`src/rtl/core/ibfr_ram.sv`:
```
// ibfr_ram: generic single-write, single-read RAM with registered read data.
// No dependencies.
`timescale 1ns / 1ps

module ibfr_ram #(
	parameter int WIDTH = 16,
	parameter int DEPTH = 14
) (
	input  logic                     clk,
	input  logic                     we,
	input  logic [$clog2(DEPTH)-1:0] waddr,
	input  logic [WIDTH-1:0]         wdata,
	input  logic                     re,
	input  logic [$clog2(DEPTH)-1:0] raddr,
	output logic [WIDTH-1:0]         rdata
);

	logic [WIDTH-1:0] mem_q [DEPTH];

	always_ff @(posedge clk) begin
		if (we) begin
			mem_q[waddr] <= wdata;
		end
		if (re) begin
			rdata <= mem_q[raddr];
		end
	end

endmodule

```
`config.mk`:
```
export PLATFORM = sky130hd
export DESIGN_NAME = ibfr_ram
export DESIGN_NICKNAME = d
export VERILOG_FILES = /design/src/rtl/core/ibfr_ram.sv
export SDC_FILE = /design/constraint.sdc
export NUM_CORES = 1
export LEC_CHECK = 0
export ABC_AREA = 1
export BUFFER_PORTS_ARGS = -buffer_cell sky130_fd_sc_hd__buf_2
export CAP_MARGIN = 20
export CORE_UTILIZATION = 30
export CTS_CLUSTER_DIAMETER = 80
export DETAILED_ROUTE_END_ITERATION = 10
export PLACE_DENSITY_LB_ADDON = 0.12
export SKIP_LAST_GASP = 1
export SYNTH_ARGS = -nofsm -noshare
export SYNTH_HDL_FRONTEND = slang
export SYNTH_SLANG_ARGS = --single-unit
```
`constraint.sdc`:
```
create_clock -name clk -period 1.9 [get_ports clk]
set_clock_uncertainty 0.05 [all_clocks]
set_input_delay 0.38 -clock clk [delete_from_list [all_inputs] [get_ports clk]]
set_output_delay 0.38 -clock clk [all_outputs]
set_load 0.005 [all_outputs]
```
# Word-level counts from Yosys, hierarchy flattened
# Memories as Yosys holds them, arrays and structs flattened. A register that Yosys moved wholly into a read port is not among the register bits.
# Cells that the tools add are included.
# totals
input_bits	27
mem_bits_rw	224
memories	1
register_bits	0
elab_cells	3
output_inout_bits	16
# classes
n_mux	2
# memory_table
memory	depth	width	rd	rd_ports_with_merged_regs	wr	line_no	source
mem_q	14	16	1	1	1	18	logic [WIDTH-1:0] mem_q [DEPTH];
# op_table
operator	n
$mux 1	2

# Logic depth before layout (Yosys ltp)
# depth
word_depth	2
mapped_depth	9
mapped_depth_nobuf	7

# Least setup slack after synthesis
# No wires, ideal clock.
# synth_timing
path_type	input to register
from	input port waddr[2]
to	memory mem_q[4][0], enable pin
n_path_buf	0
setup_slack_ns	0.181
required_ns	1.462
stages	4
arrival_ns	1.280
setup_ns	0.388
path_cell_list	inv_1 nor2_1 nand2_1 nor2_1
# synth_rtl
element	line_no	source
start: declaration	11	input logic [$clog2(DEPTH)-1:0] waddr,
end: declaration	18	
# No word-level cell before the write port.

# Worst setup path in the final report
# layout_timing
from	register rdata[4], read port of mem_q
to	output port rdata[4]
# layout_rtl
element	line_no	source
start: declaration	15	output logic [WIDTH-1:0] rdata
# No word-level cell between the ends.

==> results.toml <==
[run_status]
status = "completed"

[timing]
finalSetupTns_ns = 0
finalCritPeriodShare = 0.824
setup_viol = 0
finalMaxSlewViolations = 0
max_freq_ghz = 0.638
rsz0062_at_grt = "false"
period_needed_ns = 1.57
worst_slew_pin_slew_ns = 0.297
hold_violations = 0
slew_headroom = 0.802

[logic_synthesis]
synth_top_area_cell = "edfxtp_1"
syn_avg_cell_area_um2 = 11.2
synth_cell_types = 13
seq_area_frac_synth = 0.728
ys_ff_latch = 240
synth_nets = 910
netlist.area_leader.share = 0.728
ys_warn_count = 0
synth_cells = 883
netlist_top_cells_area = "edfxtp_1 73%, nand2_1 12%, nand3_1 6.2%, inv_1 3.8%, a21oi_1 1.2%"
netlist_area_um2 = 9900

[global_routing]
grt_pass1_wl_um = 39800
antenna_found_initial = 0
grt_max_degree = 47
gr-usage-all-layers = 0.161
grt_remaining_overflow = 0
grt_pass1_vias = 6242

[place]
dp_hpwl_um = 14800
gp_congestion = 0.697
io_buffers = 42

[clock_network]
cts_root_buffer = "clkbuf_16"
clkTransAtPathRegs_ns = 0.06
cts_made_buffers = 28
clock_latency_ns = 0.53
cts_tree = "done"
htree_levels = 1
cts_buffer_depth = 3
cts_setup_buffers = 0
hold_buffers = 0
cts_sinks = 240
cts_resized = 0

[route]
drt_first_iter_violations = 541
vias_per_cell = 4.40
first_pass_iters = 4
drc_errors = 0
drtAntennaViolNets = 0
wl_per_cell_um = 18.6
vias = 6216
wirelength_um = 26300

[setup_path]
critPathLaunchType = "register"
startpoint = "rdata[4]"
critPathKind = "reg -> out"
cp_max_fo = 1
required_ns = 1.47
worstPathArrival_ns = 1.14
crit_slowest_cell = "edfxtp_1"
r2r-start = "mem_q[1][11]"
critPathBufInv = 1
max_stage_delay_ns = 0.44
worstPathCellList = "buf_2"
cp_top_family = "flip-flops"
crit_path_end_kind = "primary output"

[die]
core_um2 = 32500
die_x_um = 184
start_util = 0.304
die-area_um2 = 33700
die_h_um = 184
io_pins = 43
fp-row-count = 66

[job]
maxCapViolCount = 0

[cells_and_area]
drive_gt1_frac = 0.135
fill_cells = 3251
multi_input_area_um2 = 2090
nNetsFinal = 978
n_antenna_cell = 0
ff_latch_area_um2 = 7210
synthToLayoutAreaGrowth_pct = 19.8

[hold_path]
min-delay-start = "wdata[0]"
hp-class = "in -> reg"

[power]
power_density_nw_per_um2 = 996
p_total_mw = 11.8
p_leak_nw = 4.74
ir_drop_mv = 0.590
-- routing by layer --
layer  vias to the layer above  routed length [um]  track usage
li1                       3073                   -            -
met1                      2996               12600        0.226
met2                       114               12200        0.263
met3                        33                1040       0.0216
met4                         0                 544       0.0380
met5                         -                   0            0
-- cell families after synthesis --
kind of cell | count (synthesis) | synth area share
AND/OR/NAND/NOR | 464 | 0.191
flip-flops | 240 | 0.728
buffers and inverters | 147 | 0.0647
AO/OA/AOI/OAI | 32 | 0.0162
-- final timing paths --
path	end	slack, ns	depth (start not counted)
worst max-delay path	rdata[4]	0.33	1
worst min-delay path	mem_q[6][0]	0.17	1
worst max register to register	rdata[11]	0.75	6
worst min register to register	rdata[0]	0.61	4
-- state kept, by name (all words and copies together), names as in the netlist --
name,cells
mem_q,224
rdata,16
-- Yosys cell counts --
cell      number
nand3_1      122
clkbuf_1       7
buf_4          7
o21ai_1        8
nand2_1      326
inv_1        101
buf_6          5
buf_1          5
inv_2          2
buf_2         20
nor2_1        16
edfxtp_1     240
a21oi_1       24
-- metrics by stage --
step	cells	cell area (um^2)	setup slack [ns]	util	hold slack, ns
finish	1412	11900	0.334	0.365	0.171
global route	1412	11900	0.290	0.365	0.159
CTS	1412	11900	0.292	0.365	0.152
detailed placement	1363	11000	0.242	0.338	0.589
global placement	1363	11000	0.258	0.338	0.596
floorplan	883	9900	0.181	-	0.429
-- cell type report --
class / count / share of cell area
clock buffers: 35 / 0.0631
clock inverters: 14 / 0.00960
inverters: 103 / 0.0327
multi-input cells: 496 / 0.176
flip-flops and latches: 240 / 0.608
well taps: 442 / 0.0466
repair buffers: 82 / 0.0643
-- placed cells by master, fill, tap and decap left out, drive strengths merged --
master	n
nor2	16
nand3	122
inv	103
clkbuf	35
o21ai	8
edfxtp	240
bufinv	2
nand2	326
clkinv	12
a21oi	24
buf	82
-- where the power goes --
group / switching [mW] / internal [mW] / total [mW]
Combinational: 0.500 / 0.237 / 0.737
Sequential: 0.0352 / 5.97 / 6.00
Clock: 2.05 / 3.03 / 5.08
No activity file was read; power rests on OpenSTA's default activity.
