==> src/rtl/core/ibfr_pkg.sv <==
// ibfr_pkg: shared constants and types of the frame receiver.
// No dependencies; every other file of the block but ibfr_byte_if and ibfr_ram imports it.
`timescale 1ns / 1ps

package ibfr_pkg;

	localparam int NUM_CHANNELS = 14;

	localparam int CH_W    = 4;
	localparam int VAL_W   = 16;
	localparam int CNT_W   = 32;
	localparam int POS_W   = 5;

	// Payload buffer: 14 little-endian words, bytes 2..29 of a frame
	localparam int RAM_DEPTH = 14;
	localparam int RAM_AW    = 4;

	localparam logic [CH_W-1:0] CH_LAST = CH_W'(NUM_CHANNELS - 1);

	localparam logic [7:0]       HDR_FIRST  = 8'h20;
	localparam logic [7:0]       HDR_SECOND = 8'h40;
	localparam logic [VAL_W-1:0] CHK_BASE   = 16'hFFFF;

	// Byte positions inside a frame
	localparam logic [POS_W-1:0] POS_HUNT     = 5'd0;
	localparam logic [POS_W-1:0] POS_HDR2     = 5'd1;
	localparam logic [POS_W-1:0] POS_PAY      = 5'd2;
	localparam logic [POS_W-1:0] POS_FIRST_HI = 5'd3;
	localparam logic [POS_W-1:0] POS_PAY_END  = 5'd29;
	localparam logic [POS_W-1:0] POS_CHK_LO   = 5'd30;
	localparam logic [POS_W-1:0] POS_CHK_HI   = 5'd31;

	// Frame verdict passed from the front end to the back end
	typedef struct packed {
		logic             good;
		logic [CNT_W-1:0] good_frames;
		logic [CNT_W-1:0] bad_frames;
		logic             signal_present;
	} cmd_t;

endpackage

==> src/rtl/core/ibfr_byte_if.sv <==
// ibfr_byte_if: valid/ready channel carrying one received serial byte.
// Depends on nothing.
`timescale 1ns / 1ps

interface ibfr_byte_if;
	logic       valid;
	logic       ready;
	logic [7:0] rx_byte;

	modport source (output valid, output rx_byte, input ready);
	modport sink   (input valid, input rx_byte, output ready);
endinterface

==> src/rtl/core/ibfr_front.sv <==
// ibfr_front: header hunt, byte collection, checksum check and frame counters.
// Depends on ibfr_pkg and ibfr_byte_if; writes payload words into the buffer RAM.
`timescale 1ns / 1ps

module ibfr_front import ibfr_pkg::*; (
	input  logic              clk,
	input  logic              arst_n,
	ibfr_byte_if.sink         rx,
	input  logic              ram_busy,
	input  logic              q_full,
	output logic              q_push,
	output cmd_t              q_cmd,
	output logic              ram_we,
	output logic [RAM_AW-1:0] ram_waddr,
	output logic [VAL_W-1:0]  ram_wdata
);

	logic [POS_W-1:0] pos_q;
	logic [VAL_W-1:0] sum_q;
	logic [7:0]       lo_q;
	logic [CNT_W-1:0] good_q;
	logic [CNT_W-1:0] bad_q;
	logic             seen_q;

	logic             in_payload;
	logic             acc;
	logic [POS_W-1:0] pos_off;
	logic [VAL_W-1:0] sum_next;
	logic [VAL_W-1:0] rx_chk;
	logic             match;

	assign in_payload = (pos_q >= POS_PAY) && (pos_q <= POS_PAY_END);

	// Hold payload bytes while the buffer still feeds the back end, and the last byte while the queue is full
	always_comb begin
		if (in_payload) begin
			rx.ready = !ram_busy;
		end else if (pos_q == POS_CHK_HI) begin
			rx.ready = !q_full;
		end else begin
			rx.ready = 1'b1;
		end
	end

	assign acc      = rx.valid && rx.ready;
	assign sum_next = sum_q + VAL_W'(rx.rx_byte);
	assign pos_off  = pos_q - POS_FIRST_HI;

	assign ram_we    = acc && in_payload && pos_q[0];
	assign ram_waddr = pos_off[POS_W-1:1];
	assign ram_wdata = {rx.rx_byte, lo_q};

	assign rx_chk = {rx.rx_byte, lo_q};
	assign match  = (rx_chk == (CHK_BASE - sum_q));

	assign q_push = acc && (pos_q == POS_CHK_HI);
	always_comb begin
		q_cmd.good           = match;
		q_cmd.good_frames    = match ? good_q + CNT_W'(1) : good_q;
		q_cmd.bad_frames     = match ? bad_q : bad_q + CNT_W'(1);
		q_cmd.signal_present = seen_q || match;
	end

	always_ff @(posedge clk or negedge arst_n) begin
		if (!arst_n) begin
			pos_q  <= POS_HUNT;
			sum_q  <= '0;
			good_q <= '0;
			bad_q  <= '0;
			seen_q <= 1'b0;
		end else if (acc) begin
			if (pos_q == POS_HUNT) begin
				if (rx.rx_byte == HDR_FIRST) begin
					sum_q <= VAL_W'(rx.rx_byte);
					pos_q <= POS_HDR2;
				end
			end else if (pos_q == POS_HDR2) begin
				if (rx.rx_byte == HDR_SECOND) begin
					sum_q <= sum_next;
					pos_q <= POS_PAY;
				end else if (rx.rx_byte == HDR_FIRST) begin
					sum_q <= VAL_W'(rx.rx_byte);
				end else begin
					sum_q <= '0;
					pos_q <= POS_HUNT;
				end
			end else if (in_payload) begin
				sum_q <= sum_next;
				pos_q <= pos_q + POS_W'(1);
			end else if (pos_q == POS_CHK_LO) begin
				pos_q <= pos_q + POS_W'(1);
			end else begin
				pos_q  <= POS_HUNT;
				sum_q  <= '0;
				good_q <= q_cmd.good_frames;
				bad_q  <= q_cmd.bad_frames;
				seen_q <= q_cmd.signal_present;
			end
		end
	end

	// Low byte of a payload word, or of the checksum
	always_ff @(posedge clk) begin
		if (acc && (in_payload || pos_q == POS_CHK_LO)) begin
			lo_q <= rx.rx_byte;
		end
	end

endmodule

==> src/flat_wrapper.sv <==
// flat-port wrapper written by rule: the top's interface ports become plain ports
module ibfr_front_flat import ibfr_pkg::*;
  (clk, arst_n, ram_busy, q_full, q_push, q_cmd, ram_we, ram_waddr, ram_wdata, rx_valid, rx_rx_byte, rx_ready);
  ibfr_byte_if rx_i ();
  input  logic clk;
  input  logic arst_n;
  input  logic ram_busy;
  input  logic q_full;
  output logic q_push;
  output cmd_t q_cmd;
  output logic ram_we;
  output logic [RAM_AW-1:0] ram_waddr;
  output logic [VAL_W-1:0] ram_wdata;
  input wire logic [$bits(rx_i.valid)-1:0] rx_valid;
  input wire logic [$bits(rx_i.rx_byte)-1:0] rx_rx_byte;
  output wire logic [$bits(rx_i.ready)-1:0] rx_ready;
  assign rx_i.valid = rx_valid;
  assign rx_i.rx_byte = rx_rx_byte;
  assign rx_ready = rx_i.ready;
  ibfr_front u_core (.clk(clk), .arst_n(arst_n), .rx(rx_i), .ram_busy(ram_busy), .q_full(q_full), .q_push(q_push), .q_cmd(q_cmd), .ram_we(ram_we), .ram_waddr(ram_waddr), .ram_wdata(ram_wdata));
endmodule
==> config.mk <==
export PLATFORM = sky130hd
export DESIGN_NAME = ibfr_front_flat
export DESIGN_NICKNAME = d
export VERILOG_FILES = /design/src/rtl/core/ibfr_pkg.sv /design/src/rtl/core/ibfr_byte_if.sv /design/src/rtl/core/ibfr_front.sv /design/src/flat_wrapper.sv
export SDC_FILE = /design/constraint.sdc
export NUM_CORES = 1
export LEC_CHECK = 0
export BUFFER_PORTS_ARGS = -buffer_cell sky130_fd_sc_hd__buf_2
export CORE_UTILIZATION = 55
export DETAILED_ROUTE_END_ITERATION = 12
export PLACE_DENSITY = 0.78
export SLEW_MARGIN = 20
export SYNTH_ARGS = -nofsm -noshare
export SYNTH_HDL_FRONTEND = slang
export SYNTH_SLANG_ARGS = --single-unit
==> constraint.sdc <==
create_clock -name clk -period 4.45 [get_ports clk]
set_input_delay 0.6675 -clock clk [delete_from_list [all_inputs] [get_ports clk]]
set_output_delay 0.6675 -clock clk [all_outputs]
set_load 0.03 [all_outputs]
### Yosys cells after proc, flatten, opt, wreduce, memory -nomap -nowiden

Cells that the tools add are included.

* $lt $le $gt $ge: 2
* reductions and logical operators: 14
* multiplexer cells: 18
* bitwise gates (word level): 4
* add/sub/neg operators: 6
* equality and inequality tests: 9

Operators by type and width (count)
* 2-to-1 mux 16 bit: 6
* adder 32 x 1 -> 32 bit (second input constant): 2
* 2-to-1 mux 32 bit: 2
* 2-to-1 mux 5 bit: 7
* adder 16 x 8 -> 16 bit: 1
* == test 16 bit: 1
* subtractor 16 bit (first input constant): 1
* == test 5 bit (second input constant): 2
* == test 8 x 6 -> 1 bit (second input constant): 1
* == test 8 x 7 -> 1 bit (second input constant): 1
* 2-to-1 mux 8 bit: 1
* logical AND 1 bit: 6
* AND reduction 3 bit: 2
* adder 5 x 1 -> 5 bit (second input constant): 1
* == test 5 x 1 -> 1 bit (second input constant): 1
* greater-or-equal comparator 5 x 2 -> 1 bit (second input constant): 1
* less-or-equal comparator 5 bit (second input constant): 1
* logical NOT 5 bit: 1
* AND reduction 5 bit: 1
* subtractor 5 x 2 -> 5 bit (second input constant): 1
* inequality test 4 x 1 -> 1 bit (second input constant): 1
* inequality test 4 x 3 -> 1 bit (second input constant): 1
* inverter 1 bit: 4
* logical NOT 1 bit: 2
* 3 further kinds: 5

* output and inout port bits: 89
* register bits after elaboration: 94

### Depth between registers and ports, before layout

Gate-level depths: netlist (run 1).

* word-level depth: 6
* mapped depth: 10
* mapped depth without buffers: 8

### Least setup slack after synthesis (run 1)

No wires, ideal clock.

* kind: input port to output port
* from: in rx_rx_byte[1]
* to: out q_cmd[51] (netlist bit)
* path slack: 1.366 ns
* required time: 3.783 ns
* data arrival time: 2.417 ns
* stages on the path: 8
* cells stage by stage: xnor2_1 -> nor4_1 -> nand4_1 -> inv_2 -> buf_4 -> buf_2 -> nand3_1 -> xnor2_1

RTL lines
* start, declared: line flat_wrapper.sv:15 `input wire logic [$bits(rx_i.rx_byte)-1:0] rx_rx_byte;`
* end, declared: line flat_wrapper.sv:10 `output cmd_t q_cmd;`

==> impl_metrics.json, run 1 <==
{
  "n_antenna_cell": 0,
  "max_freq_mhz": 288,
  "status": "completed",
  "coreArea_sq_um": 11400,
  "synth_top_area_share": 0.335,
  "synth_edf_count": 8,
  "cts_buffers": 9,
  "cts.repair.resized": 0,
  "clock_latency_ns": 0.35,
  "wl_per_cell_um": 16.6,
  "multi_input_area_sq_um": 3730,
  "required_ns": 3.78,
  "ys.warnings.count": 0,
  "cts_tree": "built",
  "clkTransAtPathRegs_ns": 0.07,
  "place_inst": 902,
  "place.detailed.hpwl_um": 10700,
  "die_w_um": 110,
  "rows": 39,
  "relSlewSlack": 0.458,
  "start_util": 0.563,
  "setup_viol": 0,
  "ctsLongestPathBuffers": 2,
  "crit_type": "flip-flop to output pin",
  "path_cells": "xnor2_1, nor4_1, nand4_1, inv_2, buf_12, nor2_1, xor2_1, buf_2",
  "grt_max_degree": 87,
  "grt_use_total": 0.260,
  "dieArea_sq_um": 12100,
  "p_seq_frac": 0.390,
  "ir_drop_v": 0.000243,
  "grt_pass1_wl_um": 24500,
  "p_switching_uw": 1130,
  "final_cell_area_sq_um": 7230,
  "area_growth_pct": 12.4,
  "r2r_start": "u_core.pos_q[1]$_DFFE_PN0P_",
  "layout.area.seq_sq_um": 2390,
  "max_stage_delay_ns": 0.52,
  "hold_viol_final": 0,
  "synthArstFlopShare": 0.915,
  "htree_num_levels": 3,
  "post_cts_buffers": 0,
  "report.final.slew_viol_count": 0,
  "finalWirelength_um": 15200,
  "synth_cell_types": 65,
  "ys_ff_latch": 94,
  "switching_share": 0.390,
  "critPathLaunchType": "flip-flop",
  "ys_seq_area_frac": 0.372,
  "arrival_ns": 2.80,
  "worst_pin_slew_ns": 0.812,
  "clock_power_share": 0.262,
  "grt_pass1_vias": 5050,
  "crit_fanout": 37,
  "antenna_found_initial": 0,
  "io_pins": 102,
  "fin_crit_ns": 3.47,
  "grt_overflow_total": 0,
  "syn-num-nets": 727,
  "place_area_sq_um": 6940,
  "fill_cells": 938,
  "port_buffers": 101,
  "endpoint_kind": "output pin",
  "cpMaxStageDelayCell": "inv_2",
  "drive_gt1_frac": 0.194,
  "synth_area_sq_um": 6430,
  "r2r_slack_ns": 1.59,
  "synthTopCellsByCount": "86 x dfrtp_1, 80 x xor2_1, 70 x xnor2_1",
  "worst_clock_skew_ns": 0.00520,
  "p_int_uw": 1760,
  "timing.hold.ws_ns": 0.350,
  "dieHeight_um": 110,
  "netlist_instances": 698,
  "avgViaCountPerCell": 6.03,
  "nets": 799,
  "maxCapViolations": 0,
  "drt_first_pass_iters": 6,
  "crit_family": "buffers and inverters",
  "r2r_cells": 9,
  "cts_sinks": 94,
  "hold_path.class": "primary input to async pin",
  "timing.setup.tns_ns": 0,
  "first_iter_violations": 417,
  "pwr-share-comb": 0.348,
  "rsz0062_at_grt": "false",
  "rr_endpoint": "u_core.good_q[21]$_DFFE_PN0P_",
  "remaining_drc_errors": 0,
  "cts_root_buffer": "clkbuf_16",
  "gp_congestion": 0.976,
  "period_share": 0.779,
  "critPathBufInv": 3,
  "yosysMostFrequentCell": "dfrtp_1",
  "synth_area_leader_cell": "dfrtp_1",
  "layout.cells.non_filler": 918,
  "powerDensity_nw_per_um2": 399,
  "avgSynthCellArea_sq_um": 9.22,
  "holdBufCountCts": 0,
  "synthTopCellsByArea": "dfrtp_1 33%, xor2_1 11%, xnor2_1 9.5%",
  "fin_util": 0.633,
  "synth-main-ff-cell": "dfrtp_1",
  "ant_nets": 0,
  "leakage_uw": 0.00347,
  "vias": 5536
}
flip-flops by register name (all words and copies together) (netlist names):
register	flops
u_core.seen_q	1
u_core.sum_q	16
u_core.bad_q	32
u_core.pos_q	5
u_core.lo_q	8
u_core.good_q	32
worst register-to-register path, cell delays in order, from the launching register on:
cell     delay, ns
dfrtp_1       0.47
ha_1          0.29
and3_1        0.21
ha_1          0.20
nand2_1       0.15
and3_1        0.20
and3_1        0.64
buf_4         0.29
nand4_1       0.12
xnor2_1       0.18
worst max path at each step:
stage | endpoint | cells after the start | slack, ns | from
2_1_floorplan | q_cmd[51] | 8 | 1.37 | rx_rx_byte[1]
3_3_place_gp | q_cmd[9] | 9 | 1.21 | rx_rx_byte[4]
3_5_place_dp | q_cmd[19] | 9 | 1.0 | rx_rx_byte[4]
4_1_cts | q_cmd[19] | 8 | 0.97 | u_core.sum_q[12]$_DFFE_PN0P_
5_1_grt | q_cmd[19] | 8 | 0.80 | u_core.sum_q[9]$_DFFE_PN0P_
6_report | q_cmd[19] | 8 | 0.98 | u_core.sum_q[12]$_DFFE_PN0P_
placed cells by master, fill, tap and decap left out, drive strengths merged, types with 3 or more instances in the layout:
cell and n:
a211oi 6, a21o 3, a21oi 10, and3 15, and4 4, buf 108
clkbuf 11, clkinv 4, dfrtp 86, edfxtp 8, ha 15, inv 18
nand2 54, nand2b 6, nand3 52, nand4 29, nor2 29, nor3 45
nor4 32, nor4b 6, o2111ai 3, o211ai 7, o21ai 25, o22ai 4
o31ai 6, or3 3, or4 5, xnor2 70, xor2 80
power by group through the flow:
| stage | logic [uW] | registers (uW) | clock network, uW |
|---|---|---|---|
| global route | 1110 | 1140 | 806 |
| finish | 1000 | 1130 | 755 |
| detailed placement | 990 | 1140 | 0 |
| global placement | 967 | 1130 | 0 |
| CTS | 1000 | 1120 | 768 |
| floorplan | 803 | 1070 | 0 |
cell families after synthesis:
logic type	after synthesis	share of synthesized area
XOR/XNOR	150	0.204
flip-flops	94	0.372
buffers and inverters	64	0.0476
AND/OR/NAND/NOR	292	0.254
multiplexers	3	0.00506
AO/OA/AOI/OAI	79	0.0850
adder cells (fa/ha/maj)	16	0.0323
routing by layer:
layer,up-vias,global-route usage,wire (um)
li1,2638,-,-
met1,2682,0.360,6810
met4,0,0.114,362
met2,192,0.411,7170
met3,24,0.0329,856
met5,-,0,0
area by class of cell:
cell class,instances,area share
multi-input combinational,540,0.516
clock buffer,11,0.0349
tap,143,0.0247
clock inverter,5,0.00450
inverter,17,0.00882
timing repair buffer,108,0.0798
sequential,94,0.331
through the flow:
stage               total power (uW)  setup WS, ns
finish                          2890         0.983
CTS                             2890         0.974
global route                    3050         0.798
detailed placement              2130         0.999
global placement                2100          1.21
floorplan                       1870          1.37
Power figures use the tool's default switching activity.
==> run 2: changes to the inputs <==
--- a/config.mk
+++ b/config.mk
@@ -6,9 +6,9 @@
 export NUM_CORES = 1
 export LEC_CHECK = 0
 export BUFFER_PORTS_ARGS = -buffer_cell sky130_fd_sc_hd__buf_2
-export CORE_UTILIZATION = 55
+export CORE_UTILIZATION = 52
 export DETAILED_ROUTE_END_ITERATION = 12
-export PLACE_DENSITY = 0.78
+export PLACE_DENSITY = 0.77
 export SLEW_MARGIN = 20
 export SYNTH_ARGS = -nofsm -noshare
 export SYNTH_HDL_FRONTEND = slang
==> constraint.sdc (replaced) <==
create_clock -name clk -period 2.87 [get_ports clk]
set_input_delay 0.4305 -clock clk [delete_from_list [all_inputs] [get_ports clk]]
set_output_delay 0.4305 -clock clk [all_outputs]
set_load 0.03 [all_outputs]
==> impl_metrics.json, run 2 (synthesized netlist as in run 1, its figures left out) <==
{
  "reg_top3": "u_core.bad_q x32, u_core.good_q x32, u_core.sum_q x16",
  "final_cell_mix": "80 x xor2_1, 73 x dfrtp_1, 67 x xnor2_1, 67 x buf_2, 64 x buf_4",
  "rsz0062_at_grt": "true",
  "leakage_uw": 0.00372,
  "arrival_ns": 2.44,
  "ctsLongestPathBuffers": 2,
  "critPathLaunchType": "flip-flop",
  "r2r_cells": 9,
  "cts_root_buffer": "clkbuf_16",
  "layout.cells.non_filler": 954,
  "fill_cells": 936,
  "rows": 40,
  "nets": 831,
  "clock_latency_ns": 0.35,
  "violations": "negative setup slack",
  "first_iter_violations": 488,
  "holdBufCountCts": 0,
  "ant_nets": 0,
  "path_cells": "xnor2_1, nor4_1, nand4_1, buf_12, inv_4, buf_12, nand4_1, xnor2_1, buf_4",
  "place_inst": 928,
  "relSlewSlack": 0.513,
  "grt_pass1_wl_um": 26900,
  "drive_gt1_frac": 0.257,
  "required_ns": 2.44,
  "drt_first_pass_iters": 5,
  "clkTransAtPathRegs_ns": 0.07,
  "period_share": 1.00,
  "port_buffers": 101,
  "grt_pass1_vias": 5395,
  "cts_buffers": 9,
  "coreArea_sq_um": 12000,
  "fin_ws_ns": -0.00290,
  "start_util": 0.536,
  "grt_overflow_total": 0,
  "timing.setup.tns_ns": -0.00290,
  "timing.hold.ws_ns": 0.137,
  "setup_viol": 1,
  "crit_family": "buffers and inverters",
  "io_pins": 102,
  "crit_type": "flip-flop to output pin",
  "worst_pin_slew_ns": 0.730,
  "status": "finished with violations",
  "powerDensity_nw_per_um2": 606,
  "hold_path.class": "primary input to async pin",
  "wl_per_cell_um": 17.4,
  "remaining_drc_errors": 0,
  "area_growth_pct": 21.4,
  "critical_path_depth": 9,
  "cts_tree": "built",
  "die_w_um": 113,
  "cpMaxStageDelayCell": "dfrtp_2",
  "avgViaCountPerCell": 6.07,
  "worst_clock_skew_ns": 0.0108,
  "n_antenna_cell": 0,
  "grt_max_degree": 55,
  "max_stage_delay_ns": 0.44,
  "dieArea_sq_um": 12800,
  "r2r_slack_ns": 0.25,
  "ir_drop_v": 0.000380,
  "grt_use_total": 0.264,
  "finalWirelength_um": 16600,
  "endpoint_kind": "output pin",
  "final_common_cell": "xor2_1",
  "htree_num_levels": 3,
  "hold_viol_final": 0,
  "dieHeight_um": 113,
  "antenna_found_initial": 0,
  "crit_fanout": 26,
  "gp_congestion": 0.905,
  "p_total_uw": 4730,
  "maxCapViolations": 0,
  "place.detailed.hpwl_um": 11400,
  "fin_crit_ns": 2.87,
  "max_freq_mhz": 348,
  "vias": 5794,
  "report.final.slew_viol_count": 0,
  "cts_sinks": 94,
  "critPathBufInv": 4
}
-- run 2: metrics by stage --
step                setup slack, ns   util  cell area [sq um]
finish                     -0.00290  0.650               7810
global placement              0.208  0.595               7150
global route                 -0.182  0.650               7810
floorplan                    0.0650      -               6430
detailed placement            0.165  0.595               7150
CTS                         0.00122  0.634               7620
-- run 2: area by class of cell --
| cell class | instances | area [sq um] | share of cell area |
|---|---|---|---|
| flip-flops and latches | 94 | 2410 | 0.308 |
| clock inverters | 5 | 82.6 | 0.0106 |
| well taps | 147 | 184 | 0.0235 |
| inverters | 17 | 66.3 | 0.00849 |
| multi-input cells | 540 | 3840 | 0.492 |
| clock buffers | 11 | 243 | 0.0311 |
| repair buffers | 140 | 987 | 0.126 |
-- run 2: power by group --
group	leakage, uW	switching, uW	internal, uW
registers	0.00120	238	1500
clock network	0.000156	531	790
logic	0.00237	1010	668
-- run 2: worst register-to-register path: cells and delay by family (launching register included) --
family | cells | cell delay, ns
and+or+nand+nor | 5 | 1.16
adders and majority gates | 2 | 0.49
DFF | 1 | 0.45
buffers and inverters | 1 | 0.25
xor gates and xnor gates | 1 | 0.16
-- run 2: routing by layer --
layer  track usage  wire [um]  part of all wire
met5             0          0                 0
met4         0.115        433             0.026
met3        0.0348        886             0.053
met2         0.418       7770              0.47
met1         0.364       7510              0.45
-- run 2: timing repair --
action / CTS / global route
resized for setup: 14 / 77
gates cloned: 2 / 0
setup endpoints to repair: 38 / 50
setup buffers: 3 / 5
pin swaps: 4 / 3
-- run 2: path summary, 6_finish.rpt --
check                                               end                          from
max                                           q_cmd[55]  u_core.sum_q[12]$_DFFE_PN0P_
min                        u_core.good_q[4]$_DFFE_PN0P_                        arst_n
max reg2reg                u_core.bad_q[31]$_DFFE_PN0P_   u_core.pos_q[0]$_DFFE_PN0P_
min reg2reg                   u_core.seen_q$_DFFE_PN0P_     u_core.seen_q$_DFFE_PN0P_
max in group asynchronous  u_core.bad_q[11]$_DFFE_PN0P_                        arst_n
min in group clk               u_core.lo_q[0]$_DFFE_PP_                 rx_rx_byte[0]
