==> src/rtl/core/ibfr_pkg.sv <==
// ibfr_pkg: shared constants and types of the frame receiver.
// No dependencies; every other file of the block but ibfr_byte_if and ibfr_ram imports it.
`timescale 1ns / 1ps

package ibfr_pkg;

	localparam int NUM_CHANNELS = 14;

	localparam int CH_W    = 4;
	localparam int VAL_W   = 16;
	localparam int CNT_W   = 32;
	localparam int POS_W   = 5;

	// Payload buffer: 14 little-endian words, bytes 2..29 of a frame
	localparam int RAM_DEPTH = 14;
	localparam int RAM_AW    = 4;

	localparam logic [CH_W-1:0] CH_LAST = CH_W'(NUM_CHANNELS - 1);

	localparam logic [7:0]       HDR_FIRST  = 8'h20;
	localparam logic [7:0]       HDR_SECOND = 8'h40;
	localparam logic [VAL_W-1:0] CHK_BASE   = 16'hFFFF;

	// Byte positions inside a frame
	localparam logic [POS_W-1:0] POS_HUNT     = 5'd0;
	localparam logic [POS_W-1:0] POS_HDR2     = 5'd1;
	localparam logic [POS_W-1:0] POS_PAY      = 5'd2;
	localparam logic [POS_W-1:0] POS_FIRST_HI = 5'd3;
	localparam logic [POS_W-1:0] POS_PAY_END  = 5'd29;
	localparam logic [POS_W-1:0] POS_CHK_LO   = 5'd30;
	localparam logic [POS_W-1:0] POS_CHK_HI   = 5'd31;

	// Frame verdict passed from the front end to the back end
	typedef struct packed {
		logic             good;
		logic [CNT_W-1:0] good_frames;
		logic [CNT_W-1:0] bad_frames;
		logic             signal_present;
	} cmd_t;

endpackage

==> src/rtl/core/ibfr_cmd_fifo.sv <==
// ibfr_cmd_fifo: two-entry queue of frame verdicts between front and back end.
// Depends on ibfr_pkg.
`timescale 1ns / 1ps

module ibfr_cmd_fifo import ibfr_pkg::*; (
	input  logic clk,
	input  logic arst_n,
	input  logic push,
	input  cmd_t push_cmd,
	input  logic pop,
	output logic valid,
	output cmd_t head,
	output logic full,
	output logic has_good
);

	cmd_t       ent_q [2];
	logic       wr_ptr_q;
	logic       rd_ptr_q;
	logic [1:0] count_q;
	logic [1:0] ent_valid;

	assign valid = (count_q != 2'd0);
	assign full  = (count_q == 2'd2);
	assign head  = ent_q[rd_ptr_q];

	always_comb begin
		ent_valid[0] = full || (valid && !rd_ptr_q);
		ent_valid[1] = full || (valid && rd_ptr_q);
	end

	assign has_good = (ent_valid[0] && ent_q[0].good) || (ent_valid[1] && ent_q[1].good);

	always_ff @(posedge clk or negedge arst_n) begin
		if (!arst_n) begin
			wr_ptr_q <= 1'b0;
			rd_ptr_q <= 1'b0;
			count_q  <= 2'd0;
		end else begin
			if (push) begin
				wr_ptr_q <= !wr_ptr_q;
			end
			if (pop) begin
				rd_ptr_q <= !rd_ptr_q;
			end
			if (push && !pop) begin
				count_q <= count_q + 2'd1;
			end else if (pop && !push) begin
				count_q <= count_q - 2'd1;
			end
		end
	end

	always_ff @(posedge clk) begin
		if (push) begin
			ent_q[wr_ptr_q] <= push_cmd;
		end
	end

endmodule

==> config.mk <==
export PLATFORM = sky130hd
export DESIGN_NAME = ibfr_cmd_fifo
export DESIGN_NICKNAME = d
export VERILOG_FILES = /design/src/rtl/core/ibfr_pkg.sv /design/src/rtl/core/ibfr_cmd_fifo.sv
export SDC_FILE = /design/constraint.sdc
export NUM_CORES = 1
export LEC_CHECK = 0
export ABC_CLOCK_PERIOD_IN_PS = 5410
export BUFFER_PORTS_ARGS = -buffer_cell sky130_fd_sc_hd__buf_2
export CAP_MARGIN = 0
export CORE_ASPECT_RATIO = 2
export CORE_MARGIN = 2
export CORE_UTILIZATION = 35
export CTS_CLUSTER_SIZE = 8
export DETAILED_ROUTE_END_ITERATION = 7
export GPL_ROUTABILITY_DRIVEN = 0
export RECOVER_POWER = 100
export SETUP_SLACK_MARGIN = 0.1
export SYNTH_ARGS = -nofsm -noshare
export SYNTH_HDL_FRONTEND = slang
export SYNTH_SLANG_ARGS = --single-unit
==> constraint.sdc <==
create_clock -name clk -period 5.41 [get_ports clk]
set_input_delay 1.082 -clock clk [delete_from_list [all_inputs] [get_ports clk]]
set_output_delay 1.082 -clock clk [all_outputs]
set_load 0.02 [all_outputs]
Yosys cells after proc, flatten, opt, wreduce, memory -nomap -nowiden
Memories as Yosys holds them, arrays and structs flattened.
Cells that the tools add are included.
- $add $sub $neg: 2
- equality and inequality tests: 1
- muxes and demuxes: 4
- reduce and logical (&&, ||, !) cells: 15
- operators by type and width (operator ; count):
    $logic_and A1 B1 Y1 ; 6
    $logic_not A1 Y1 ; 4
    $mux W2 ; 2
    $reduce_bool A2 Y1 ; 2
    $logic_or A1 B1 Y1 ; 3
    $add A2 B1 Y2 const B ; 1
    $eq A2 B2 Y1 const B ; 1
    $mux W1 ; 2
    $sub A2 B1 Y2 const B ; 1
- flip-flop bits (word level): 4
- RAM bits: 132
- bits of input ports: 70
- memories kept: 1
- memories (name ; words ; width ; rd ports ; clocked after memory_dff ; write ports ; RTL line ; text):
    ent_q ; 2 ; 66 ; 3 ; 0 ; 1 ; ibfr_cmd_fifo.sv:17 ; cmd_t ent_q [2];

Longest topological paths before layout
Gate-level depths: netlist (run 1).
- depth in word-level cells: 5
- mapped depth: 5
- gate-level depth less buffers: 5

Least setup slack after synthesis (run 1)
OpenSTA, ideal clock, no wires.
- path type: input port to flip-flop
- start: input push
- end: memory ent_q[0][0] (netlist name) (enable)
- library setup time: 0.498 ns
- data arrival time: 3.982 ns
- data required time: 4.912 ns
- path slack: 0.930 ns
- stages on the path: 1
- buffers on the path: 0
- path through: nor2b_1
- word-level cells in the longest chain between the ends: 2
- RTL lines (item ; RTL line ; text):
    start: declaration ; ibfr_cmd_fifo.sv:8 ; input logic push,
    $mux W1 ; ibfr_cmd_fifo.sv:55 ; if (push) begin
    $mux W1 (not written as such) ; ibfr_cmd_fifo.sv:56 ; ent_q[wr_ptr_q] <= push_cmd;
    end: declaration ; ibfr_cmd_fifo.sv:17 ;
No other way between the ends.

Worst setup path in the final report (run 1)
- start: input push
- end: memory ent_q[1][56] (netlist name) (enable)
The elaborated chain is that of the path after synthesis.

==> results of run 1 <==
==> sequential cells by signal, indices dropped and copies added, names as in the netlist <==
register / cells
ent_q: 132
count_q: 2
rd_ptr_q: 1
wr_ptr_q: 1
==> cell families after synthesis <==
| kind of cell | Yosys count | synth area share [%] |
|---|---|---|
| xor+xnor | 5 | 0.854 |
| flops | 136 | 79.3 |
| buf+inv | 9 | 1.44 |
| fa+ha+maj | 1 | 0.244 |
| simple gates | 5 | 0.561 |
| compound gates | 1 | 0.220 |
| mux | 66 | 17.4 |
==> power groups by stage <==
stage	sequential [W]	clock [W]	combinational, W
floorplan	0.00148	0	0.000891
global placement	0.00160	0	0.00108
detailed placement	0.00161	0	0.00109
CTS	0.00159	0.00111	0.00109
global route	0.00160	0.00116	0.000976
finish	0.00156	0.00109	0.000911
==> final timing paths <==
| check | start | to | slack [ns] | cells after the start |
|---|---|---|---|---|
| setup / recovery | push | ent_q[1][56]$_DFFE_PP_ | 1.73 | 2 |
| hold / removal | arst_n | wr_ptr_q$_DFFE_PN0P_ | 0.49 | 1 |
| setup reg to reg | wr_ptr_q$_DFFE_PN0P_ | ent_q[1][56]$_DFFE_PP_ | 2.19 | 1 |
| hold reg to reg | count_q[1]$_DFFE_PN0P_ | count_q[1]$_DFFE_PN0P_ | 0.50 | 1 |
| max in group asynchronous | arst_n | rd_ptr_q$_DFFE_PN0P_ | 4.71 | 1 |
| min in group clk | count_q[1]$_DFFE_PN0P_ | count_q[1]$_DFFE_PN0P_ | 0.50 | 1 |
==> metrics by stage <==
stage / cells / worst slack (ns) / util (%) / instance area (um^2) / total power (W)
2_1_floorplan: 223 / 0.930 / - / 5130 / 0.00237
3_3_place_gp: 547 / 2.30 / 41.9 / 6010 / 0.00268
3_5_place_dp: 547 / 2.27 / 41.9 / 6010 / 0.00270
4_1_cts: 579 / 1.82 / 45.9 / 6580 / 0.00379
5_1_grt: 579 / 1.44 / 44.2 / 6340 / 0.00374
6_report: 579 / 1.73 / 44.2 / 6340 / 0.00356
==> final cells by class <==
cell class,count,area [um^2]
tap,192,240
fill,1339,8020
clock inverter,15,141
multi-input combinational,78,847
inverter,2,7.51
sequential,136,4070
clock buffer,17,425
timing repair buffer,139,607
==> per-layer routing <==
| layer | track usage, % | routed length, um | vias up |
|---|---|---|---|
| met5 | 0 | 0 | - |
| met4 | 7.40 | 257 | 0 |
| met1 | 11.8 | 3210 | 1245 |
| met2 | 22.8 | 5520 | 81 |
| li1 | - | - | 1182 |
| met3 | 3.92 | 453 | 13 |
==> placed cells by master, fill, tap and decap left out, types with 2 or more instances in the layout <==
cell type / instances
edfxtp_1: 132
clkbuf_1: 71
buf_2: 68
mux2_1: 42
mux2_2: 24
clkbuf_16: 17
inv_6: 6
clkinv_4: 5
xor2_1: 4
dfrtp_1: 3
inv_1: 2
clkinv_1: 2
==> cell usage after synthesis <==
cell and instances:
mux2_4 40, buf_2 2, or2_2 1, and2_1 1, edfxtp_1 132, ha_1 1, xor2_1 4, buf_6 5
nor2_1 1, o221a_2 1, xnor2_1 1, inv_1 2, nor2b_1 2, dfrtp_1 4, mux2_2 26
==> results.sh, run 1 <==
export IMPL_outcome="finished, violations left"
export IMPL_violations="capacitance limit, slew limit"
export IMPL_cp_data_required_time_ns=5.36
export IMPL_h_tree_depth=4
export IMPL_cpPeakStageDelay_ns=2.34
export IMPL_p_int_w=0.00239
export IMPL_cp_slowest_cell="and2_1"
export IMPL_max_slew_margin_pct=-112
export IMPL_clock_power_share_pct=30.6
export IMPL_num_rows=62
export IMPL_vias_per_cell=4.35
export IMPL_initialDrtViolationCount=117
export IMPL_rsz0062_at_grt="no"
export IMPL_cts_sinks=136
export IMPL_synth_top_area_share_pct=77.3
export IMPL_drv_cap=2
export IMPL_drc_errors=0
export IMPL_clk_transition_reported_paths_ns=0.06
export IMPL_ys_warn_count=0
export IMPL_num_vias=2521
export IMPL_max_freq_mhz=272
export IMPL_clk_path_buf_depth=2
export IMPL_grt_usage_pct=12.6
export IMPL_synth_cells=223
export IMPL_die_height_um=175
export IMPL_period_needed_ns=3.68
export IMPL_cp_cell_sequence="clkbuf_1 -> and2_1"
export IMPL_antenna_found_initial=0
export IMPL_hp_class="in -> async"
export IMPL_yosysTopAreaCell="edfxtp_1"
export IMPL_power_density_mw_per_mm2=562
export IMPL_critPathTopFamily="simple AND/OR/NAND/NOR gates"
export IMPL_grt_pass1_vias=2704
export IMPL_cts_setup_buffers=0
export IMPL_syn_area_per_cell_um2=23.0
export IMPL_share_comb_of_total_power_pct=25.6
export IMPL_num_antenna_cells=0
export IMPL_die_w_um=89.6
export IMPL_drive_gt1_share_pct=32.6
export IMPL_cts_root_buffer="clkbuf_16"
export IMPL_finalSetupTns_ns=0
export IMPL_fin_nets=445
export IMPL_ys_ff_latch=136
export IMPL_die_area_mm2=0.0157
export IMPL_critPathCaptureType="flip-flop"
export IMPL_synthTopCellsByArea="edfxtp_1 77%, mux2_4 12%, mux2_2 5.7%, dfrtp_1 2.0%, buf_6 1.1%"
export IMPL_post_drt_wl_per_cell_um=16.3
export IMPL_grt_pass1_wl_um=14000
export IMPL_cts_inserted_buffers=17
export IMPL_p_switching_w=0.00117
export IMPL_crit_type="in -> reg"
export IMPL_syn_to_final_growth_pct=23.6
export IMPL_grt_max_degree=68
export IMPL_cts_tree="yes"
export IMPL_synth_distinct_cells=15
export IMPL_portBuffers=138
export IMPL_cts_resized=0
export IMPL_crit_fanout=66
export IMPL_fin_hold_ws_ns=0.487
export IMPL_synth_nets=294
export IMPL_period_share_pct=68.0
export IMPL_gr_total_overflow=0
export IMPL_seq_power_share_pct=43.9
export IMPL_io_pins=139
export IMPL_worst_pin_slew_ns=3.18
export IMPL_path_buf_inv=1
export IMPL_synthesis_area_mm2=0.00513
export IMPL_ctsHoldBuffers=0
export IMPL_slew_violations=95
export IMPL_clk_latency_ns=0.41
export IMPL_synth_seq_area_share_pct=79.3
export IMPL_setup_violations=0
export IMPL_core_area_mm2=0.0144
export IMPL_ant_nets=0
export IMPL_start_kind="primary input"
export IMPL_finalWirelength_um=9440
export IMPL_hold_violations=0
export IMPL_start_util_pct=35.7
export IMPL_fin_worst_skew_ns=0.00874
export IMPL_power_leakage_nw=2.23
export IMPL_firstDrtPassIters=4
export IMPL_switching_share_pct=32.8
export IMPL_dp_hpwl_um=6100
export IMPL_ir_worst_vdd_mv=0.416
export IMPL_arrival_ns=3.63
Power figures use the tool's default switching activity.
==> run 2, diff against run 1 <==
- ABC_AREA: default -> 1
- ABC_CLOCK_PERIOD_IN_PS: 5410 -> 3200
- clock period: 5.41 -> 3.2 ns (I/O delays scaled with it)
==> results.sh, run 2 <==
export IMPL_outcome="complete, no violations"
export IMPL_grt_usage_pct=13.9
export IMPL_ys_ff_latch=136
export IMPL_cts_tree="yes"
export IMPL_period_share_pct=84.0
export IMPL_die_area_mm2=0.0155
export IMPL_power_density_mw_per_mm2=1030
export IMPL_regToRegSetupSlack_ns=0.56
export IMPL_crit_fanout=40
export IMPL_max_freq_mhz=372
export IMPL_clk_path_buf_depth=2
export IMPL_synthAdderAreaFrac_pct=0.248
export IMPL_period_needed_ns=2.69
export IMPL_synth_common_cells="206 x nand2_1, 132 x edfxtp_1, 7 x buf_2, 7 x inv_1"
export IMPL_yosysTopAreaCell="edfxtp_1"
export IMPL_num_rows=62
export IMPL_synth_cells=376
export IMPL_most_common_layout_cells="206 x nand2_1, 132 x edfxtp_1, 102 x clkbuf_1"
export IMPL_seq_power_share_pct=37.2
export IMPL_post_route_cell_area_mm2=0.00646
export IMPL_clock_power_share_pct=32.6
export IMPL_synth_edf_count=132
export IMPL_synth_ff_type="edfxtp_1"
export IMPL_cpPeakStageDelay_ns=0.97
export IMPL_grt_pass1_wl_um=15900
export IMPL_synthArstFlopShare_pct=2.94
export IMPL_ys_warn_count=0
export IMPL_setup_violations=0
export IMPL_fin_worst_skew_ns=0.00707
export IMPL_firstDrtPassIters=4
export IMPL_critPathTopFamily="buffers and inverters"
export IMPL_area_sequential_mm2=0.00407
export IMPL_die_height_um=174
export IMPL_yosys_area_share_simple_pct=15.9
export IMPL_post_drt_wl_per_cell_um=13.9
export IMPL_drv_cap=0
export IMPL_synth_top_area_share_pct=78.5
export IMPL_p_switching_w=0.00233
export IMPL_ctsHoldBuffers=0
export IMPL_cp_cell_sequence="clkbuf_1 -> nand2_1 -> inv_1 -> clkbuf_2"
export IMPL_hold_violations=0
export IMPL_portBuffers=138
export IMPL_placed_cell_area_mm2=0.00596
export IMPL_die_w_um=88.9
export IMPL_drc_errors=0
export IMPL_antenna_found_initial=0
export IMPL_num_antenna_cells=0
export IMPL_synth_most_common_cell="nand2_1"
export IMPL_worst_pin_slew_ns=1.40
export IMPL_synth_top_family_by_area="simple AND/OR/NAND/NOR gates"
export IMPL_rsz0062_at_grt="no"
export IMPL_vias_per_cell=4.41
export IMPL_reg_top3="ent_q (132), count_q (2)"
export IMPL_ir_worst_vdd_mv=0.551
export IMPL_share_comb_of_total_power_pct=30.2
export IMPL_largest_reg_flops=132
export IMPL_num_vias=3203
export IMPL_cts_sinks=136
export IMPL_finalSetupTns_ns=0
export IMPL_synth_compound_area_share_pct=0.0991
export IMPL_syn_area_per_cell_um2=13.4
export IMPL_grt_pass1_vias=3402
export IMPL_critPathCaptureType="flip-flop"
export IMPL_nFillCells=1396
export IMPL_switching_share_pct=35.2
export IMPL_slew_violations=0
export IMPL_power_leakage_nw=2.56
export IMPL_synthMuxAreaShare_pct=0
export IMPL_cts_resized=0
export IMPL_synth_xor_area_share_pct=0.520
export IMPL_hp_class="in -> async"
export IMPL_cp_slowest_cell="clkbuf_2"
export IMPL_start_util_pct=35.4
export IMPL_dp_hpwl_um=6550
export IMPL_fin_nets=594
export IMPL_synthTopCellsByArea="edfxtp_1 78%, nand2_1 15%, dfrtp_1 2.0%, buf_6 0.89%, buf_2 0.69%"
export IMPL_grt_max_degree=68
export IMPL_arrival_ns=2.71
export IMPL_synth_seq_area_share_pct=80.5
export IMPL_cts_inserted_buffers=17
export IMPL_initialDrtViolationCount=137
export IMPL_finalWirelength_um=10100
export IMPL_h_tree_depth=4
export IMPL_syn_to_final_growth_pct=27.9
export IMPL_drive_gt1_share_pct=13.5
export IMPL_clk_latency_ns=0.41
export IMPL_crit_type="in -> reg"
export IMPL_cp_data_required_time_ns=3.22
export IMPL_clk_transition_reported_paths_ns=0.06
export IMPL_multi_input_area_um2=847
export IMPL_cts_setup_buffers=0
export IMPL_gr_total_overflow=0
export IMPL_synth_nets=447
export IMPL_p_int_w=0.00429
export IMPL_start_kind="primary input"
export IMPL_synth_distinct_cells=16
export IMPL_io_pins=139
export IMPL_synthesis_area_mm2=0.00505
export IMPL_ant_nets=0
export IMPL_path_buf_inv=3
export IMPL_cts_root_buffer="clkbuf_16"
export IMPL_largest_register="ent_q"
export IMPL_max_slew_margin_pct=6.19
export IMPL_core_area_mm2=0.0143
export IMPL_mostFrequentLayoutCell="nand2_1"
-- run 2: cell types whose count changed in the layout (fill, tap and decap cells not counted), moves of 6 or more --
cell,delta
mux2_1,-42
nand2_1,+206
buf_2,-31
clkbuf_1,+31
inv_6,-6
mux2_2,-24
-- run 2: cell families after synthesis --
group           after synthesis
simple gates                212
flops                       136
buf+inv                      23
xor+xnor                      3
compound gates                1
fa+ha+maj                     1
-- run 2: path summary, 6_finish.rpt --
kind                            depth (start not counted)                   start                     end
max in group asynchronous                               1                  arst_n    rd_ptr_q$_DFFE_PN0P_
worst min-delay path                                    1                  arst_n  count_q[1]$_DFFE_PN0P_
worst max-delay path                                    4                    push  ent_q[1][29]$_DFFE_PP_
worst min register to register                          2  count_q[1]$_DFFE_PN0P_  count_q[1]$_DFFE_PN0P_
worst max register to register                          3    wr_ptr_q$_DFFE_PN0P_  ent_q[1][29]$_DFFE_PP_
min in group clk                                        1            push_cmd[56]  ent_q[1][56]$_DFFE_PP_
-- run 2: power groups by stage --
stage               clock network, W  registers, W  logic (W)
floorplan                          0       0.00249    0.00146
global placement                   0       0.00249    0.00215
CTS                          0.00221       0.00246    0.00219
global route                 0.00227       0.00250    0.00223
finish                       0.00216       0.00247    0.00200
detailed placement                 0       0.00250    0.00218
-- run 2: per-layer routing --
| layer | vias up | wire, um | part of all wire [%] | track usage, % |
|---|---|---|---|---|
| met5 | - | 0 | 0 | 0 |
| met4 | 0 | 354 | 3.5 | 8.52 |
| met3 | 20 | 516 | 5.1 | 3.94 |
| met2 | 99 | 5540 | 55 | 25.1 |
| met1 | 1525 | 3730 | 37 | 13.2 |
| li1 | 1559 | - | - | - |
-- run 2: worst register-to-register path, stage by stage, from the launching register on --
cell and delay [ns]:
dfrtp_1 0.37, nand2_1 0.06, inv_1 0.82, clkbuf_2 0.98
-- run 2: through the flow --
step | hold WS (ns) | cells | utilization [%] | setup slack (ns) | total power [W]
floorplan | 0.344 | 376 | - | 0.403 | 0.00395
detailed placement | 0.454 | 696 | 41.7 | 1.07 | 0.00468
finish | 0.0527 | 727 | 45.2 | 0.512 | 0.00663
global placement | 0.450 | 696 | 41.7 | 1.10 | 0.00464
CTS | 0.00787 | 727 | 46.3 | 0.614 | 0.00686
global route | 0.0656 | 727 | 45.2 | 0.273 | 0.00700
-- run 2: cell type report --
| type | instances | area share (%) |
|---|---|---|
| sequential | 136 | 62.9 |
| inverter | 8 | 0.465 |
| timing repair buffer | 143 | 9.61 |
| clock inverter | 14 | 3.56 |
| tap | 192 | 3.72 |
| multi-input combinational | 217 | 13.1 |
| clock buffer | 17 | 6.59 |
==> run 3, diff against run 2 <==
- ABC_AREA: 1 -> 0
- ABC_CLOCK_PERIOD_IN_PS: 3200 -> 2700
- clock period: 3.2 -> 2.7 ns (I/O delays scaled with it)
==> results.sh, run 3 (synthesis gave the netlist of run 1 again) <==
export IMPL_outcome="complete, no violations"
export IMPL_grt_busiest_layer="met2"
export IMPL_start_kind="flip-flop"
export IMPL_core_area_mm2=0.0144
export IMPL_fin_nets=451
export IMPL_cp_cell_sequence="buf_12 -> mux2_1 -> buf_2"
export IMPL_fin_worst_skew_ns=0.00527
export IMPL_whs_path_depth=1
export IMPL_die_height_um=175
export IMPL_placed_cell_area_mm2=0.00609
export IMPL_reg_top3="ent_q (132), count_q (2)"
export IMPL_period_needed_ns=2.43
export IMPL_dp_cells=552
export IMPL_initialDrtViolationCount=95
export IMPL_use_met1_pct=11.7
export IMPL_firstDrtPassIters=4
export IMPL_num_rows=62
export IMPL_use_met2_pct=23.2
export IMPL_slew_violations=0
export IMPL_ant_nets=0
export IMPL_hp_class="in -> reg"
export IMPL_die_w_um=89.6
export IMPL_cts_sinks=136
export IMPL_vias_per_cell=4.38
export IMPL_largest_register="ent_q"
export IMPL_dp_hpwl_um=6600
export IMPL_max_slew_margin_pct=16.7
export IMPL_start_util_pct=35.7
export IMPL_h_tree_depth=4
export IMPL_mostFrequentLayoutCell="edfxtp_1"
export IMPL_grt_usage_pct=12.8
export IMPL_multi_input_area_um2=930
export IMPL_finalWirelength_um=9780
export IMPL_crit_type="reg -> out"
export IMPL_regToRegSetupSlack_ns=0.37
export IMPL_power_density_mw_per_mm2=1180
export IMPL_gr_total_overflow=0
export IMPL_worst_pin_slew_ns=1.25
export IMPL_clk_latency_ns=0.40
export IMPL_portBuffers=138
export IMPL_grt_pass1_wl_um=14300
export IMPL_setup_violations=0
export IMPL_clk_transition_reported_paths_ns=0.06
export IMPL_cts_root_buffer="clkbuf_16"
export IMPL_worstReg2RegEnd="ent_q[1][59]$_DFFE_PP_"
export IMPL_min_delay_start="push_cmd[16]"
export IMPL_hold_violations=0
export IMPL_power_leakage_nw=2.37
export IMPL_stdcell_count=586
export IMPL_cp_data_required_time_ns=2.16
export IMPL_io_pins=139
export IMPL_critPathCaptureType="output pin"
export IMPL_fin_hold_ws_ns=0.321
export IMPL_ff2ff_path_depth=2
export IMPL_post_route_cell_area_mm2=0.00658
export IMPL_most_common_layout_cells="132 x edfxtp_1, 86 x clkbuf_1, 53 x buf_2"
export IMPL_max_freq_mhz=411
export IMPL_ir_worst_vdd_mv=0.569
export IMPL_path_buf_inv=2
export IMPL_finalSetupTns_ns=0
export IMPL_critPathTopFamily="flip-flops"
export IMPL_met3_usage_pct=3.97
export IMPL_drv_cap=0
export IMPL_die_area_mm2=0.0157
export IMPL_rsz0062_at_grt="no"
export IMPL_cts_setup_buffers=0
export IMPL_nFillCells=1306
export IMPL_grt_pass1_vias=2765
export IMPL_post_drt_wl_per_cell_um=16.7
export IMPL_cts_inserted_buffers=17
export IMPL_drive_gt1_share_pct=35.4
export IMPL_syn_to_final_growth_pct=28.3
export IMPL_crit_fanout=33
export IMPL_area_sequential_mm2=0.00407
export IMPL_cpPeakStageDelay_ns=0.62
export IMPL_arrival_ns=1.89
export IMPL_grt_max_degree=36
export IMPL_clk_path_buf_depth=2
export IMPL_cts_tree="yes"
export IMPL_cp_slowest_cell="dfrtp_4"
export IMPL_largest_reg_flops=132
export IMPL_antenna_found_initial=1
export IMPL_num_vias=2567
export IMPL_r2r_start="wr_ptr_q$_DFFE_PN0P_"
export IMPL_drc_errors=0
export IMPL_min_to="ent_q[1][16]$_DFFE_PP_"
export IMPL_p_total_w=0.00773
export IMPL_period_share_pct=90.0
-- run 3: layout make-up --
type                            count  area share [%]
Clock inverter                     14            3.73
Timing Repair Buffer              145            9.97
Antenna cell                        1          0.0380
Clock buffer                       18            6.52
Inverter                            2           0.114
Multi-Input combinational cell     78            14.1
Sequential cell                   136            61.8
Tap cell                          192            3.65
-- run 3: where the power goes --
| group | switching [W] | internal, W |
|---|---|---|
| combinational | 0.00131 | 0.000831 |
| clock | 0.000855 | 0.00174 |
| sequential | 0.000173 | 0.00282 |
| total | 0.00234 | 0.00539 |
-- run 3: what timing repair did --
| action | in CTS | in global routing |
|---|---|---|
| resized for setup | 0 | 0 |
| hold buffers | 1 | 0 |
| hold endpoints to repair | 4 | 0 |
-- run 3: worst max path at each step --
stage / startpoint / to / slack [ns] / cells past startpoint
finish: rd_ptr_q$_DFFE_PN0P_ / head[42] / 0.27 / 3
global route: rd_ptr_q$_DFFE_PN0P_ / head[12] / 0.18 / 3
CTS: rd_ptr_q$_DFFE_PN0P_ / head[56] / 0.16 / 3
detailed placement: rd_ptr_q$_DFFE_PN0P_ / head[56] / 0.60 / 3
global placement: rd_ptr_q$_DFFE_PN0P_ / head[50] / 0.65 / 3
floorplan: push / ent_q[1][0]$_DFFE_PP_ / 0.18 / 1
-- run 3: metrics by stage --
stage | setup WS (ns) | utilization, %
global placement | 0.646 | 42.4
floorplan | 0.182 | -
global route | 0.176 | 45.8
CTS | 0.161 | 47.2
finish | 0.269 | 45.8
detailed placement | 0.600 | 42.4
-- run 3: per-layer routing --
metal  share of wire [%]  routed length, um
met5                   0                  0
met4                 3.4                333
met3                 5.2                505
met2                  58               5650
met1                  34               3280
